### config.mk
export PLATFORM = sky130hd
export DESIGN_NAME = tof_sensor_frame_deframer
export DESIGN_NICKNAME = d
export VERILOG_FILES = /design/src/sv/tofdf_pkg.sv /design/src/sv/tof_sensor_frame_deframer.sv /design/src/sv/tofdf_ram.sv /design/src/sv/tofdf_front.sv /design/src/sv/tofdf_queue.sv /design/src/sv/tofdf_back.sv
export SDC_FILE = /design/constraint.sdc
export NUM_CORES = 1
export LEC_CHECK = 0
export ABC_AREA = 1
export ABC_CLOCK_PERIOD_IN_PS = 11500
export BUFFER_PORTS_ARGS = -buffer_cell sky130_fd_sc_hd__buf_4
export CORE_MARGIN = 5
export CORE_UTILIZATION = 50
export CTS_BUF_LIST = sky130_fd_sc_hd__clkbuf_16
export DETAILED_ROUTE_END_ITERATION = 6
export PLACE_DENSITY = 0.75
export SKIP_CTS_REPAIR_TIMING = 1
export SYNTH_ARGS = -nofsm -noshare
export SYNTH_HDL_FRONTEND = slang
export SYNTH_SLANG_ARGS = --single-unit
### constraint.sdc
create_clock -name clk -period 11.5 [get_ports clk]
set_clock_uncertainty 0.1 [all_clocks]
set_input_delay 0.575 -clock clk [delete_from_list [all_inputs] [get_ports clk]]
set_output_delay 0.575 -clock clk [all_outputs]
set_load 0.005 [all_outputs]
### src/sv/tofdf_pkg.sv
package tofdf_pkg;

  localparam logic [7:0]  HDR_FIRST    = 8'hAA;
  localparam logic [7:0]  HDR_SECOND   = 8'h55;
  localparam logic [7:0]  STAT_GOOD_A  = 8'd5;
  localparam logic [7:0]  STAT_GOOD_B  = 8'd9;
  localparam logic [7:0]  STAT_GOOD_C  = 8'd10;
  localparam logic [15:0] DIST_INVALID = 16'hFFFF;
  localparam logic [15:0] MASK_RESET   = 16'h0020;

  localparam int MEAS_DEF     = 16;
  localparam int POS_W        = 6;   // widest position for up to 64 measurements
  localparam int QUEUE_DEPTH  = 4;
  localparam int OUT_TDATA_W  = 40;

  // One status beat on its way from the parser to the output stage.
  typedef struct packed {
    logic [7:0]  src_id;
    logic [3:0]  meas_index;
    logic        maskable;     // position has a mask bit
    logic [15:0] distance;
    logic [7:0]  status_code;
    logic        frame_last;
  } tofdf_item_t;

  function automatic logic status_good(input logic [7:0] s);
    status_good = s inside {STAT_GOOD_A, STAT_GOOD_B, STAT_GOOD_C};
  endfunction

endpackage

### src/sv/tof_sensor_frame_deframer.sv
// Time-of-flight sensor frame deframer. Feed received serial bytes one per
// beat on in_tdata; the block hunts for the header 0xAA 0x55 (a repeated
// 0xAA keeps the hunt going), then takes a sensor ID byte, MEAS_PER_FRAME
// little-endian 16-bit distances and MEAS_PER_FRAME status bytes. Once the
// header is seen, every following byte is frame content: there is no
// resync inside a frame and no checksum. Each status byte yields one output
// beat carrying ID, index, distance and raw status, with out_tlast on the
// last measurement of the frame. Where filter_mask has a bit set for the
// index (indices 0..15 only) and the status is not 5, 9 or 10, the distance
// reads 0xFFFF. Write cfg_wdata with cfg_we only while the stream is idle.
// Rate: one byte per clock, sustained. The parser state machine takes a byte
// every cycle; in_tready drops only during the status section when the
// 4-entry queue ahead of the output register is full, i.e. when out_tready
// has been held low. A result passes through a queue slot and then the output register.
// The distance store is a small RAM, read one position ahead of the parser.
module tof_sensor_frame_deframer #(
  parameter int MEAS_PER_FRAME = tofdf_pkg::MEAS_DEF
) (
  input  logic                            clk,
  input  logic                            rst_n,
  // byte stream in
  input  logic                            in_tvalid,
  output logic                            in_tready,
  input  logic [7:0]                      in_tdata,   // [7:0] rx_byte
  // measurement results out
  output logic                            out_tvalid,
  input  logic                            out_tready,
  // [7:0] src_id, [11:8] meas_index, [27:12] distance,
  // [35:28] status_code, [39:36] zero
  output logic [tofdf_pkg::OUT_TDATA_W-1:0] out_tdata,
  output logic                            out_tlast,  // frame_last
  // filter_mask register
  input  logic                            cfg_we,
  input  logic [15:0]                     cfg_wdata
);
  import tofdf_pkg::*;

  logic [15:0] mask_r;
  logic        q_full;
  logic        q_push;
  logic        q_pop;
  logic        q_not_empty;
  tofdf_item_t q_in;
  tofdf_item_t q_head;

  // Hold the filter mask; the user must see that it is written only between frames, as the block does not enforce it.
  always_ff @(posedge clk) begin
    if (!rst_n) begin
      mask_r <= MASK_RESET;
    end else if (cfg_we) begin
      mask_r <= cfg_wdata;
    end
  end

  // Front: header hunt, distance capture, one queue entry per status byte.
  tofdf_front #(
    .MEAS_PER_FRAME (MEAS_PER_FRAME)
  ) u_front (
    .clk       (clk),
    .rst_n     (rst_n),
    .in_tvalid (in_tvalid),
    .in_tready (in_tready),
    .in_tdata  (in_tdata),
    .q_full    (q_full),
    .q_push    (q_push),
    .q_item    (q_in)
  );

  // Decouple the parser from output back-pressure.
  tofdf_queue u_queue (
    .clk       (clk),
    .rst_n     (rst_n),
    .push      (q_push),
    .push_item (q_in),
    .pop       (q_pop),
    .full      (q_full),
    .not_empty (q_not_empty),
    .head      (q_head)
  );

  // Back: apply the status filter and drive the registered output beat.
  tofdf_back u_back (
    .clk         (clk),
    .rst_n       (rst_n),
    .filter_mask (mask_r),
    .q_not_empty (q_not_empty),
    .q_head      (q_head),
    .q_pop       (q_pop),
    .out_tvalid  (out_tvalid),
    .out_tready  (out_tready),
    .out_tdata   (out_tdata),
    .out_tlast   (out_tlast)
  );

endmodule

### src/sv/tofdf_ram.sv
module tofdf_ram #(
  parameter int WIDTH = 16,
  parameter int DEPTH = 16,
  parameter int AW    = (DEPTH > 1) ? $clog2(DEPTH) : 1
) (
  input  logic             clk,
  input  logic             we,
  input  logic [AW-1:0]    waddr,
  input  logic [WIDTH-1:0] wdata,
  input  logic [AW-1:0]    raddr,
  output logic [WIDTH-1:0] rdata
);

  logic [WIDTH-1:0] mem [DEPTH];
  logic [WIDTH-1:0] rdata_r;

  always_ff @(posedge clk) begin
    if (we) begin
      mem[waddr] <= wdata;
    end
    // write-first on a same-address collision
    if (we && (waddr == raddr)) begin
      rdata_r <= wdata;
    end else begin
      rdata_r <= mem[raddr];
    end
  end

  assign rdata = rdata_r;

endmodule

### src/sv/tofdf_front.sv
module tofdf_front #(
  parameter int MEAS_PER_FRAME = 16
) (
  input  logic                   clk,
  input  logic                   rst_n,
  input  logic                   in_tvalid,
  output logic                   in_tready,
  input  logic [7:0]             in_tdata,
  input  logic                   q_full,
  output logic                   q_push,
  output tofdf_pkg::tofdf_item_t q_item
);
  import tofdf_pkg::*;

  localparam int IDX_W = (MEAS_PER_FRAME > 1) ? $clog2(MEAS_PER_FRAME) : 1;
  localparam logic [IDX_W-1:0] POS_LAST = IDX_W'(MEAS_PER_FRAME - 1);

  localparam logic [2:0] PH_HUNT0 = 3'd0;
  localparam logic [2:0] PH_HUNT1 = 3'd1;
  localparam logic [2:0] PH_ID    = 3'd2;
  localparam logic [2:0] PH_DLO   = 3'd3;
  localparam logic [2:0] PH_DHI   = 3'd4;
  localparam logic [2:0] PH_STAT  = 3'd5;

  logic [2:0]       phase_r, phase_nxt;
  logic [IDX_W-1:0] pos_r, pos_nxt;
  logic [7:0]       low_r, low_nxt;
  logic [7:0]       id_r, id_nxt;
  logic             acc;
  logic             ram_we;
  logic [15:0]      ram_rdata;
  logic [POS_W-1:0] pos_ext;

  assign in_tready = !((phase_r == PH_STAT) && q_full);
  assign acc       = in_tvalid && in_tready;
  assign pos_ext   = POS_W'(pos_r);

  always_comb begin
    phase_nxt = phase_r;
    pos_nxt   = pos_r;
    low_nxt   = low_r;
    id_nxt    = id_r;
    ram_we    = 1'b0;
    q_push    = 1'b0;
    case (phase_r)
      PH_HUNT0: begin
        if (acc && (in_tdata == HDR_FIRST)) phase_nxt = PH_HUNT1;
      end
      PH_HUNT1: begin
        if (acc) begin
          if (in_tdata == HDR_SECOND) begin
            phase_nxt = PH_ID;
          end else if (in_tdata != HDR_FIRST) begin
            phase_nxt = PH_HUNT0;
          end
        end
      end
      PH_ID: begin
        if (acc) begin
          id_nxt    = in_tdata;
          pos_nxt   = '0;
          phase_nxt = PH_DLO;
        end
      end
      PH_DLO: begin
        if (acc) begin
          low_nxt   = in_tdata;
          phase_nxt = PH_DHI;
        end
      end
      PH_DHI: begin
        if (acc) begin
          ram_we = 1'b1;
          if (pos_r == POS_LAST) begin
            pos_nxt   = '0;
            phase_nxt = PH_STAT;
          end else begin
            pos_nxt   = pos_r + IDX_W'(1);
            phase_nxt = PH_DLO;
          end
        end
      end
      PH_STAT: begin
        if (acc) begin
          q_push = 1'b1;
          if (pos_r == POS_LAST) begin
            pos_nxt   = '0;
            phase_nxt = PH_HUNT0;
          end else begin
            pos_nxt = pos_r + IDX_W'(1);
          end
        end
      end
      default: phase_nxt = PH_HUNT0;
    endcase
  end

  always_comb begin
    q_item.src_id      = id_r;
    q_item.meas_index  = pos_ext[3:0];
    q_item.maskable    = (pos_ext < POS_W'(16));
    q_item.distance    = ram_rdata;
    q_item.status_code = in_tdata;
    q_item.frame_last  = (pos_r == POS_LAST);
  end

  // Read address follows the next position, so the entry for the coming
  // status byte is already in the read register.
  tofdf_ram #(
    .WIDTH (16),
    .DEPTH (MEAS_PER_FRAME)
  ) u_store (
    .clk   (clk),
    .we    (ram_we),
    .waddr (pos_r),
    .wdata ({in_tdata, low_r}),
    .raddr (pos_nxt),
    .rdata (ram_rdata)
  );

  always_ff @(posedge clk) begin
    if (!rst_n) begin
      phase_r <= PH_HUNT0;
      pos_r   <= '0;
      low_r   <= '0;
      id_r    <= '0;
    end else begin
      phase_r <= phase_nxt;
      pos_r   <= pos_nxt;
      low_r   <= low_nxt;
      id_r    <= id_nxt;
    end
  end

endmodule

### src/sv/tofdf_queue.sv
module tofdf_queue (
  input  logic                   clk,
  input  logic                   rst_n,
  input  logic                   push,
  input  tofdf_pkg::tofdf_item_t push_item,
  input  logic                   pop,
  output logic                   full,
  output logic                   not_empty,
  output tofdf_pkg::tofdf_item_t head
);
  import tofdf_pkg::*;

  localparam int QA_W = $clog2(QUEUE_DEPTH);

  tofdf_item_t     slot_r [QUEUE_DEPTH];
  logic [QA_W-1:0] wr_r, wr_nxt;
  logic [QA_W-1:0] rd_r, rd_nxt;
  logic [QA_W:0]   cnt_r, cnt_nxt;

  assign full      = (cnt_r == (QA_W + 1)'(QUEUE_DEPTH));
  assign not_empty = (cnt_r != '0);
  assign head      = slot_r[rd_r];

  always_comb begin
    wr_nxt  = push ? wr_r + QA_W'(1) : wr_r;
    rd_nxt  = pop  ? rd_r + QA_W'(1) : rd_r;
    cnt_nxt = cnt_r;
    if (push && !pop) cnt_nxt = cnt_r + (QA_W + 1)'(1);
    if (pop && !push) cnt_nxt = cnt_r - (QA_W + 1)'(1);
  end

  always_ff @(posedge clk) begin
    if (push) begin
      slot_r[wr_r] <= push_item;
    end
  end

  always_ff @(posedge clk) begin
    if (!rst_n) begin
      wr_r  <= '0;
      rd_r  <= '0;
      cnt_r <= '0;
    end else begin
      wr_r  <= wr_nxt;
      rd_r  <= rd_nxt;
      cnt_r <= cnt_nxt;
    end
  end

endmodule

### src/sv/tofdf_back.sv
module tofdf_back (
  input  logic                            clk,
  input  logic                            rst_n,
  input  logic [15:0]                     filter_mask,
  input  logic                            q_not_empty,
  input  tofdf_pkg::tofdf_item_t          q_head,
  output logic                            q_pop,
  output logic                            out_tvalid,
  input  logic                            out_tready,
  output logic [tofdf_pkg::OUT_TDATA_W-1:0] out_tdata,
  output logic                            out_tlast
);
  import tofdf_pkg::*;

  logic        ov_r, ov_nxt;
  tofdf_item_t res_r, res_nxt;

  assign q_pop = q_not_empty && (!ov_r || out_tready);

  // Drop the distance where the mask selects this position and status is bad.
  always_comb begin
    res_nxt = q_head;
    if (q_head.maskable && filter_mask[q_head.meas_index] &&
        !status_good(q_head.status_code)) begin
      res_nxt.distance = DIST_INVALID;
    end
  end

  always_comb begin
    ov_nxt = ov_r;
    if (q_pop) begin
      ov_nxt = 1'b1;
    end else if (out_tready) begin
      ov_nxt = 1'b0;
    end
  end

  always_ff @(posedge clk) begin
    if (q_pop) begin
      res_r <= res_nxt;
    end
  end

  always_ff @(posedge clk) begin
    if (!rst_n) begin
      ov_r <= 1'b0;
    end else begin
      ov_r <= ov_nxt;
    end
  end

  assign out_tvalid = ov_r;
  assign out_tlast  = res_r.frame_last;
  assign out_tdata  = {4'b0, res_r.status_code, res_r.distance,
                       res_r.meas_index, res_r.src_id};

endmodule

[Yosys cells after proc, flatten, opt, wreduce, memory -nomap -nowiden]
Memory sizes are Yosys's and may differ from the RTL's. A register that Yosys moved wholly into a read port is not among the register bits.
Cells that the tools add are included.
Cells by class
  reduce and logical (&&, ||, !) cells: 23
  eq/ne operators: 21
  muxes and demuxes: 30
  order comparisons: 2
  $add $sub $neg: 5
Operators with widths (number)
  $mux 3: 12
  $pmux 3 s6: 1
  $eq 8x4->1 const B: 2
  $ne 2x1->1 const B: 7
  $mux 4: 3
  $lt 4x5->1 const B: 2
  $mux 1: 10
  $eq 3x3->1 const B: 3
  $eq 8x3->1 const B: 1
  $eq 8x7->1 const B: 1
  $eq 8x8->1 const B: 1
  $logic_and 1x1->1: 8
  $ne 8x8->1 const B: 1
  $pmux 4 s2: 1
  $reduce_and 8->1: 1
  $eq 3x2->1 const B: 2
  $reduce_bool 3->1: 2
  $logic_not 1->1: 5
  $add 2x1->2 const B: 2
  $add 4x1->4 const B: 1
  $bmux 1 s4: 1
  $eq 4x4->1 const B: 1
  $mux 2: 2
  $reduce_and 2->1: 2
  other kinds (8): 9
Word-level totals
  register bits: 84
  input bits: 29
  memories: 2
  RAM bits: 408
Memory list
  u_front.u_store.mem: depth 16, width 16, rd ports 1, clocked after Yosys merged registers in 1, wr ports 1, RTL line tofdf_ram.sv:14  | logic [WIDTH-1:0] mem [DEPTH];
  u_queue.slot_r: depth 4, width 38, rd ports 1, clocked after Yosys merged registers in 1, wr ports 1, RTL line tofdf_queue.sv:15  | tofdf_item_t slot_r [QUEUE_DEPTH];

[Longest topological paths before layout]
Gate-level depths: netlist (run 1).
  depth after elaboration: 9
  mapped depth: 15
  depth with buffers taken out: 14

[Cells and area by module]
From an unflattened synthesis (run 1), not the netlist that was laid out.
Unflattened totals
  cells, all modules: 1926
  area, all modules: 20863.8 sq um
Modules (own cells, without submodules)
  tofdf_ram: cells an instance 1062, area each 11140.7 sq um, times used 1
  tofdf_queue: cells an instance 427, area each 6083.3 sq um, times used 1
  tofdf_back: cells an instance 141, area each 1649.1 sq um, times used 1
  tofdf_front: cells an instance 196, area each 1318.8 sq um, times used 1
  tof_sensor_frame_deframer: cells an instance 100, area each 671.9 sq um, times used 1

[Worst setup path before layout (run 1)]
Ideal clock, no wire load.
  path kind: input -> register
  start point: in out_tready
  end point: reg u_queue.cnt_r[2]
  path slack: 7.285 ns
  library setup time: 0.122 ns
  arrival: 3.993 ns
  stages on the path: 9
  path buffers: 0
  cells stage by stage: nor2_1 -> a31oi_1 -> ha_1 -> inv_1 -> fa_1 -> a21oi_1 -> o21ai_0 -> o21ai_0 -> a21oi_1
Between the ends
  longest elaborated chain between the ends: 5
  elaborated cells on any way between the ends: 7
  classes of those cells: 1 x mux; 6 x reduce/logical
RTL lines
  start, declared: RTL line tof_sensor_frame_deframer.sv:27  | input logic out_tready,
  $logic_or 1x1->1 *: RTL line tofdf_back.sv:18  | assign q_pop = q_not_empty && (!ov_r || out_tready);
  $logic_and 1x1->1 *: RTL line tofdf_back.sv:18
  named net q_pop: RTL line tof_sensor_frame_deframer.sv:41  | logic q_pop;
  $logic_not 1->1: RTL line tofdf_queue.sv:28  | if (push && !pop) cnt_nxt = cnt_r + (QA_W + 1)'(1);
  $logic_and 1x1->1: RTL line tofdf_queue.sv:28
  $reduce_bool 2->1 (no line)
  end signal, assigned: RTL line tofdf_queue.sv:46  | cnt_r <= cnt_nxt;
  end, declared: RTL line tofdf_queue.sv:18  | logic [QA_W:0] cnt_r, cnt_nxt;
Mark *: on every way through the listed nets, which the timed path passes. The rest lies on a longest branch.
A chain may end at the register's enable or synchronous reset.

[Final worst setup path (run 1)]
  start point: reg u_front.pos_r[0]
  end point: reg u_front.u_store.rdata_r[14] (netlist: u_front.u_store.rdata[14]), read port of u_front.u_store.mem
Between the ends
  longest elaborated chain between the ends: 4
  elaborated cells on any way between the ends: 6
  classes of those cells: 1 x add/sub; 1 x eq/ne; 4 x mux
RTL lines
  start, declared: RTL line tofdf_front.sv:26  | logic [IDX_W-1:0] pos_r, pos_nxt;
  start signal, assigned: RTL line tofdf_front.sv:129  | pos_r <= pos_nxt;
  $add 4x1->4 or $eq 4x4->1 (tied branches)
  $mux 4: RTL line tofdf_front.sv:74, tofdf_front.sv:86
  $mux 4: RTL line tofdf_front.sv:84  | if (acc) begin
  $pmux 4 s2 *: RTL line tofdf_front.sv:45  | case (phase_r)
  end, declared: RTL line tofdf_ram.sv:15  | logic [WIDTH-1:0] rdata_r;
Mark *: on every way between the ends. The rest lies on a longest branch, timed or not.

==> results of run 1 <==
==> state kept, by name, summed over array words and instances (netlist names), 3 cells and up, named ones only <==
| signal | count |
|---|---|
| u_front.u_store.mem | 256 |
| u_queue.cnt_r | 3 |
| u_front.phase_r | 3 |
| u_front.u_store.rdata | 16 |
| u_queue.slot_r | 148 |
| u_back.out_tdata | 36 |
| mask_r | 16 |
| u_front.low_r | 8 |
| u_front.id_r | 8 |
| u_front.pos_r | 4 |
==> cells in the mapped netlist (all sizes together) <==
cell      n  area (um^2)
edfxtp  441        13200
nand2   345         1300
nand3   280         1400
inv     197          739
nor2    110          430
buf      74          409
dfxtp    65         1300
nand3b   65          488
o21ai    61          305
a21oi    60          300
clkbuf   27          101
a32o     16          160
o22ai    12         75.1
ha        9          113
nand4     6         43.8
nor3      6         30.0
o211ai    6         45.0
a32oi     3         26.3
nor4      2         12.5
xor2      2         17.5
a21o      1         7.51
a31oi     1         6.26
conb      1         3.75
fa        1         20.0
o311ai    1         8.76
or2       1         6.26
xnor2     1         8.76
==> area by class of cell <==
cell class              count  area (um^2)  area share, %
clock buffers              50         1250           5.44
clock inverters            39          180          0.783
inverters                 197          739           3.22
multi-input cells         993         4900           21.3
flip-flops and latches    506        14500           63.2
well taps                 532          666           2.89
repair buffers             95          713           3.10
==> through the flow <==
stage	power, W	area, um^2	hold WS (ns)	utilization [%]	instances
5_1_grt	0.00513	23000	0.117	56.3	2412
3_5_place_dp	0.00348	21600	0.358	52.8	2323
2_1_floorplan	0.00309	20600	0.329	-	1797
3_3_place_gp	0.00344	21600	0.346	52.8	2323
4_1_cts	0.00491	23000	0.0974	56.3	2412
6_report	0.00489	23000	0.120	56.3	2412
==> power groups by stage <==
stage | Combinational (W) | Clock [W] | Sequential [W]
floorplan | 0.000763 | 0 | 0.00233
global placement | 0.00108 | 0 | 0.00236
detailed placement | 0.00111 | 0 | 0.00237
CTS | 0.00112 | 0.00146 | 0.00233
global route | 0.00125 | 0.00153 | 0.00235
finish | 0.00112 | 0.00143 | 0.00234
==> cells by family after synthesis <==
| kind of cell | synth area share, % |
|---|---|
| AND/OR/NAND/NOR | 18.0 |
| adder cells (fa/ha/maj) | 0.644 |
| AO/OA/AOI/OAI | 4.54 |
| flip-flops | 70.6 |
| buffers and inverters | 6.07 |
| other | 0.0182 |
| XOR/XNOR | 0.128 |
==> worst max path at each step <==
stage                                endpoint  slack [ns]  cells after the start
floorplan                    u_queue.cnt_r[2]        7.28                      9
global placement    u_front.u_store.rdata[14]        7.86                     12
detailed placement  u_front.u_store.rdata[14]        7.84                     12
CTS                 u_front.u_store.rdata[14]        7.89                     12
global route        u_front.u_store.rdata[13]        7.53                     12
finish              u_front.u_store.rdata[14]        7.77                     12
==> worst register-to-register path, delay by kind of cell (launching register included) <==
family / cells / cell delay (ns)
adders and majority gates: 1 / 0.30
buffers and inverters: 2 / 1.07
DFF: 1 / 0.68
and+or+nand+nor: 9 / 1.45
==> routing by layer <==
layer  vias up  global-route usage [%]  share of wire, %  wire length, um
li1       6281                       -                 -                -
met1      6407                    26.4                40            18000
met2       557                    33.5                48            21900
met3       105                    3.63               8.6             3890
met4         0                    6.71               3.3             1480
met5         -                       0                 0                0
==> summary.md, run 1 <==
| Metric | Value |
|---|---|
| Worst rel slew slack | 19.4% |
| H-Tree Depth | 2 |
| P_sw | 0.00151 W |
| Netlist cell types | 35 |
| Hold path start | cfg_wdata[5] |
| Most common cell after layout, fill and taps aside | edfxtp_1 |
| CTS sink cnt | around 500 |
| Reg2reg start | u_front.pos_r[0] |
| 1st-pass router iterations | 5 |
| Layout area overhead | 11.6% |
| Global-route wire length before repair | 70.4 mm |
| Port Buffer Count | 67 |
| Top-Level Pins | 72 |
| Sequential power share | 47.8% |
| CTS tree | built |
| Clock Latency Late Sink | 0.58 ns |
| Slowest-stage cell, CP | dfxtp_1 |
| Crit path launch type | flop |
| LEAKAGE | 8.89 nW |
| Cell area after synthesis | slightly above 0.02 mm^2 |
| Initial core utilization | 50.5% |
| Clk root buf | clkbuf_16 |
| Tcrit/Tclk final | between 30% and 40% |
| Register area share after synthesis | 70.6% |
| Crit path max fanout | 85 |
| Fill count | 3257 |
| Largest net degree at the start of global routing | 86 |
| CP Launch Point | u_front.pos_r[0] |
| Yosys warns | 0 |
| # rows | 74 |
| RSZ-0062 raised after global routing | false |
| Clock slew at reported path FFs | 0.06 ns |
| Fin. Hold Viols | 0 |
| Syn Inst Count | 1794 |
| Maximum clock frequency | approximately 270 MHz |
| Clk buf depth | 3 |
| Clock Power Share | 29.3% |
| Die Wd | 213 um |
| Wirelength per Cell | 18.8 um |
| DR iter-0 viols | 1243 |
| Post-DRT Antenna Nets | 0 |
| Proportion of layout cells with a drive suffix above 1 | 9.68% |
| Most frequent CP cell | nand2_1 |
| Via count | ~13000 |
| Worst Setup End Kind | flop |
| Comb power frac | 22.9% |
| Crit Path Class | reg2reg |
| Worst R2R Setup Slack | 7.77 ns |
| Die Ht | 213 um |
| Drt total wl | 45.3 mm |
| Slew Viols, Final | 0 |
| Routed vias/inst | 5.53 |
| Min Tclk post-route | 3.73 ns |
| Slowest stage delay, CP | 0.68 ns |
| Peak supply drop | 0.114 mV |
| Vias in the first global route | approximately 13000 |
| Worst Reg-to-Reg Cells | 12 |
| Hold Crit Depth | 3 |
| GRT Util Overall | 19.9% |
| Die area | between 0.04 and 0.05 mm^2 |
| Total grt overflow | 0 |
| Crit Reg-Reg Endpoint | u_front.u_store.rdata[14] |
| CP Cell Sequence | ha_1, nand3_1, nand4_1, buf_4, nand2_4, buf_4, nand2_1, nand2_1, nand2_1, nand3_1, nand3_1, nand2_1 |
| Post-route setup slack | approximately 7.8 ns |
| Nets | 1880 |
| Setup TNS | 0 ns |
| Final setup violation count | 0 |
| Status | completed |
| Number of synthesized register bits | 506 |
| PD cells | 213 mW/mm^2 |
| Crit path max-delay family | simple AND/OR/NAND/NOR gates |
| DP Worst Slack | 7.84 ns |
| Avg Inst Size Synth | 11.5 um^2 |
| Final HPWL DP | 24.9 mm |
| Crit path arrival time | 4.09 ns |
| Max Cap Violations | 0 |
| CP bufs+invs | 2 |
| Pint | 0.00338 W |
| Worst Path Required | 11.86 ns |
| Hold Path Class | in2reg |
| RD Place Congestion | 0.816 |
| Num CTS Buffers | 48 |
| Core footprint | 0.0408 mm^2 |
| Worst-Margin Slew | between 1 and 1.5 ns |
| Ant diodes | 0 |
| DRC | 0 |
| Switch share | 30.8% |
| Hold path endpoint | mask_r[5] |
| Initial antenna violation count | 0 |
| Most frequent cells in the layout | edfxtp_1, nand2_1, nand3_1, inv_1, nor2_1 |
Power figures use the tool's default switching activity.
==> run 2, diff against run 1 <==
Settings changed: ABC_AREA 1 to 0, ABC_CLOCK_PERIOD_IN_PS 11500 to 3300, PLACE_DENSITY 0.75 to 0.78.
Clock period 11.5 ns to 3.3 ns, I/O delays scaled along.
==> run 2 against run 1 <==
  * The flow now finishes with violations (hold timing)
  * Combinational power rose by 19%
  * Fmax rose by 25%
  * Non-clock buffer count rose by 58
  * Cell count fell by 25%
  * Critical endpoint is now u_front.u_store.rdata[4]
  * Largest power group unchanged
==> summary.md, run 2 <==
| Metric | Value |
|---|---|
| Crit path max-delay family | flip-flops |
| CP Cell Sequence | ha_1, nand3_1, inv_2, nor3_1, a31oi_4, buf_12, mux4_2, a22oi_1, o21ai_1 |
| EDFF count, synth | 441 (unchanged) |
| Ys async rst share | 0% (unchanged) |
| Comb power frac | 9.4% (-13 points) |
| Vias in the first global route | 10300 (-20%) |
| Worst Setup End Kind | flop |
| Largest net degree at the start of global routing | 67 (-22%) |
| Biggest register | u_front.u_store.mem |
| Crit Reg-Reg Endpoint | u_front.u_store.rdata[4] |
| Syn Inst Count | 1111 (-38%) |
| CTS sink cnt | 506 (unchanged) |
| PD cells | 624 mW/mm^2 (+190%) |
| Clk root buf | clkbuf_16 |
| Hold Crit Depth | 3 (unchanged) |
| Hold path endpoint | mask_r[15] |
| Via count | 10300 (-23%) |
| Global-route wire length before repair | 60.3 mm (-14%) |
| Slowest-stage cell, CP | dfxtp_1 |
| Clk buf depth | 3 (unchanged) |
| Hold_ws | -0.0145 ns (-0.135 ns) |
| Post-synth top cells | edfxtp_1, nand2_1, dfxtp_1, mux4_2, and3_1 |
| Initial core utilization | 50.4% (-0.10 points) |
| Crit path max fanout | 36 (-58%) |
| DR iter-0 viols | 1093 (-12%) |
| Cell area after synthesis | 0.0194 mm^2 (-6.0%) |
| Total grt overflow | 0 (unchanged) |
| Avg Inst Size Synth | 17.4 um^2 (+52%) |
| Status | finished, violations left |
| Routed vias/inst | 5.70 (+3.0%) |
| Pint | 0.0111 W (+230%) |
| 1st-pass router iterations | 5 (unchanged) |
| Wirelength per Cell | 22.2 um (+18%) |
| CP bufs+invs | 2 (unchanged) |
| Drt total wl | 40.0 mm (-12%) |
| Worst Path Required | 3.65 ns (-8.21 ns) |
| # rows | 72 (-2.7%) |
| Sequential power share | 52.1% (+4.3 points) |
| H-Tree Depth | 2 (unchanged) |
| Tcrit/Tclk final | 90.5% (+58 points) |
| Layout area overhead | 16.8% |
| Clock Power Share | 38.5% (+9.2 points) |
| Reg2reg start | u_front.pos_r[0] |
| Maximum clock frequency | 335 MHz (+25%) |
| Cell taking the most area after synthesis | edfxtp_1 |
| Synth top area cells | edfxtp_1, mux4_2, dfxtp_1 |
| Clock slew at reported path FFs | 0.07 ns (about the same) |
| RD Place Congestion | 0.821 (+0.69%) |
| Hold Path Class | in2reg |
| Worst Reg-to-Reg Cells | 9 (-3) |
| Peak supply drop | 0.426 mV (+280%) |
| LEAKAGE | 7.79 nW (-12%) |
| Max reg flops | 256 (unchanged) |
| Crit path arrival time | 3.34 ns (-0.75 ns) |
| Crit path launch type | flop |
| DRC | 0 (unchanged) |
| Proportion of layout cells with a drive suffix above 1 | 21.0% (+11 points) |
| Port Buffer Count | 67 (unchanged) |
| Most common cell after layout, fill and taps aside | edfxtp_1 |
| Worst-Margin Slew | 0.848 ns (-0.358 ns) |
| Yosys warns | 0 (unchanged) |
| Hold path start | cfg_we |
| Yosys top cell area share | 68.4% (+4.1 points) |
| Setup TNS | 0 ns (unchanged) |
| Number of synthesized register bits | 506 (unchanged) |
| GRT Util Overall | 18.7% (-1.2 points) |
| Die Ht | 207 um (-2.9%) |
| Switch share | 21.6% (-9.2 points) |
| Crit Path Class | reg2reg |
| Most frequent cells in the layout | edfxtp_1, nand2_1, buf_4, mux4_2, dfxtp_1 |
| RSZ-0062 raised after global routing | false |
| Top_reg_cell synth | edfxtp_1 |
| Top-Level Pins | 72 (unchanged) |
| CTS tree | built |
| Post-DRT Antenna Nets | 0 (unchanged) |
| Final setup violation count | 0 (unchanged) |
| Die area | 0.0428 mm^2 (-5.7%) |
| P_sw | 0.00305 W (+100%) |
| Max Cap Violations | 0 (unchanged) |
| Slowest stage delay, CP | 0.59 ns (-0.09 ns) |
| Num CTS Buffers | 48 (unchanged) |
| Failing checks | hold timing |
| Fin. Hold Viols | 9 (+9) |
| Clock Latency Late Sink | 0.57 ns (about the same) |
| Total power | 0.0141 W (+190%) |
| Netlist cell types | 53 (+51%) |
| Initial antenna violation count | 1 (+1) |
| Worst rel slew slack | 43.4% (+24 points) |
| Count leader, synth | edfxtp_1 |
| Min Tclk post-route | 2.99 ns (-0.744 ns) |
| Nets | 1285 (-32%) |
| Final HPWL DP | 23.1 mm (-7.5%) |
| Worst R2R Setup Slack | 0.31 ns (-7.46 ns) |
| Fill count | 2734 (-16%) |
| Slew Viols, Final | 0 (unchanged) |
| Core footprint | 0.0385 mm^2 (-5.8%) |
| Die Wd | 207 um (-2.9%) |
| Register area share after synthesis | 75.1% (+4.5 points) |
## run 2: power groups by stage
stage	sequential [W]	combinational (W)	clock, W
after CTS	0.00736	0.00132	0.00551
after global placement	0.00749	0.00129	0
after floorplan	0.00751	0.000726	0
final	0.00736	0.00133	0.00544
after global routing	0.00738	0.00146	0.00582
after detailed placement	0.00750	0.00132	0
## run 2: worst max-delay path by stage
stage	start	to	slack (ns)	depth (start not counted)
after floorplan	u_queue.cnt_r[0]	u_queue.cnt_r[2]	0.20	8
after global placement	u_front.pos_r[0]	u_front.u_store.rdata[6]	0.49	9
after detailed placement	u_front.pos_r[0]	u_front.u_store.rdata[0]	0.39	9
after CTS	u_front.pos_r[0]	u_front.u_store.rdata[4]	0.35	9
after global routing	u_front.pos_r[0]	u_front.u_store.rdata[4]	0.13	9
final	u_front.pos_r[0]	u_front.u_store.rdata[4]	0.31	9
## run 2: cells by family (layout without fill, tap and decap cells)
| kind of cell | count (synthesis) | after routing | synth area share [%] |
|---|---|---|---|
| adder cells (fa/ha/maj) | 10 | 10 | 0.685 |
| AND/OR/NAND/NOR | 251 | 251 | 6.61 |
| buffers and inverters | 83 | 255 | 2.10 |
| XOR/XNOR | 6 | 6 | 0.271 |
| flip-flops | 506 | 506 | 75.1 |
| multiplexers | 98 | 98 | 9.63 |
| other | 1 | 5 | 0.0194 |
| AO/OA/AOI/OAI | 156 | 156 | 5.61 |
## run 2: final cells by class
class	instances	area [um^2]	area share, %
Tap cell	518	648	2.86
Clock buffer	48	1200	5.31
Clock inverter	42	384	1.70
Antenna cell	1	2.50	0.0111
Multi-Input combinational cell	525	4490	19.9
Sequential cell	506	14500	64.3
Timing Repair Buffer	153	1310	5.77
Inverter	12	45.0	0.199
## run 2: layer usage
metal	track usage, %	wire [um]	vias up
met5	0	0	-
met4	5.88	1100	0
met3	3.83	3290	82
met2	31.3	19900	418
met1	24.9	15700	5181
li1	-	-	4613
## run 2: per-stage QoR
stage          utilization [%]  cells  worst slack [ns]  hold slack (ns)  cell area (um^2)
2_1_floorplan                -   1114             0.199            0.164             19400
3_3_place_gp              53.8   1681             0.487            0.291             20700
3_5_place_dp              53.8   1681             0.388            0.300             20700
4_1_cts                   57.9   1771             0.346           -0.292             22300
5_1_grt                   58.8   1804             0.132          0.00239             22600
6_report                  58.8   1805             0.313          -0.0145             22600
## run 2: tightest hold or removal path: stages
cell,delay [ns]
buf_4,0.20
mux2i_1,0.17
nor2b_1,0.06
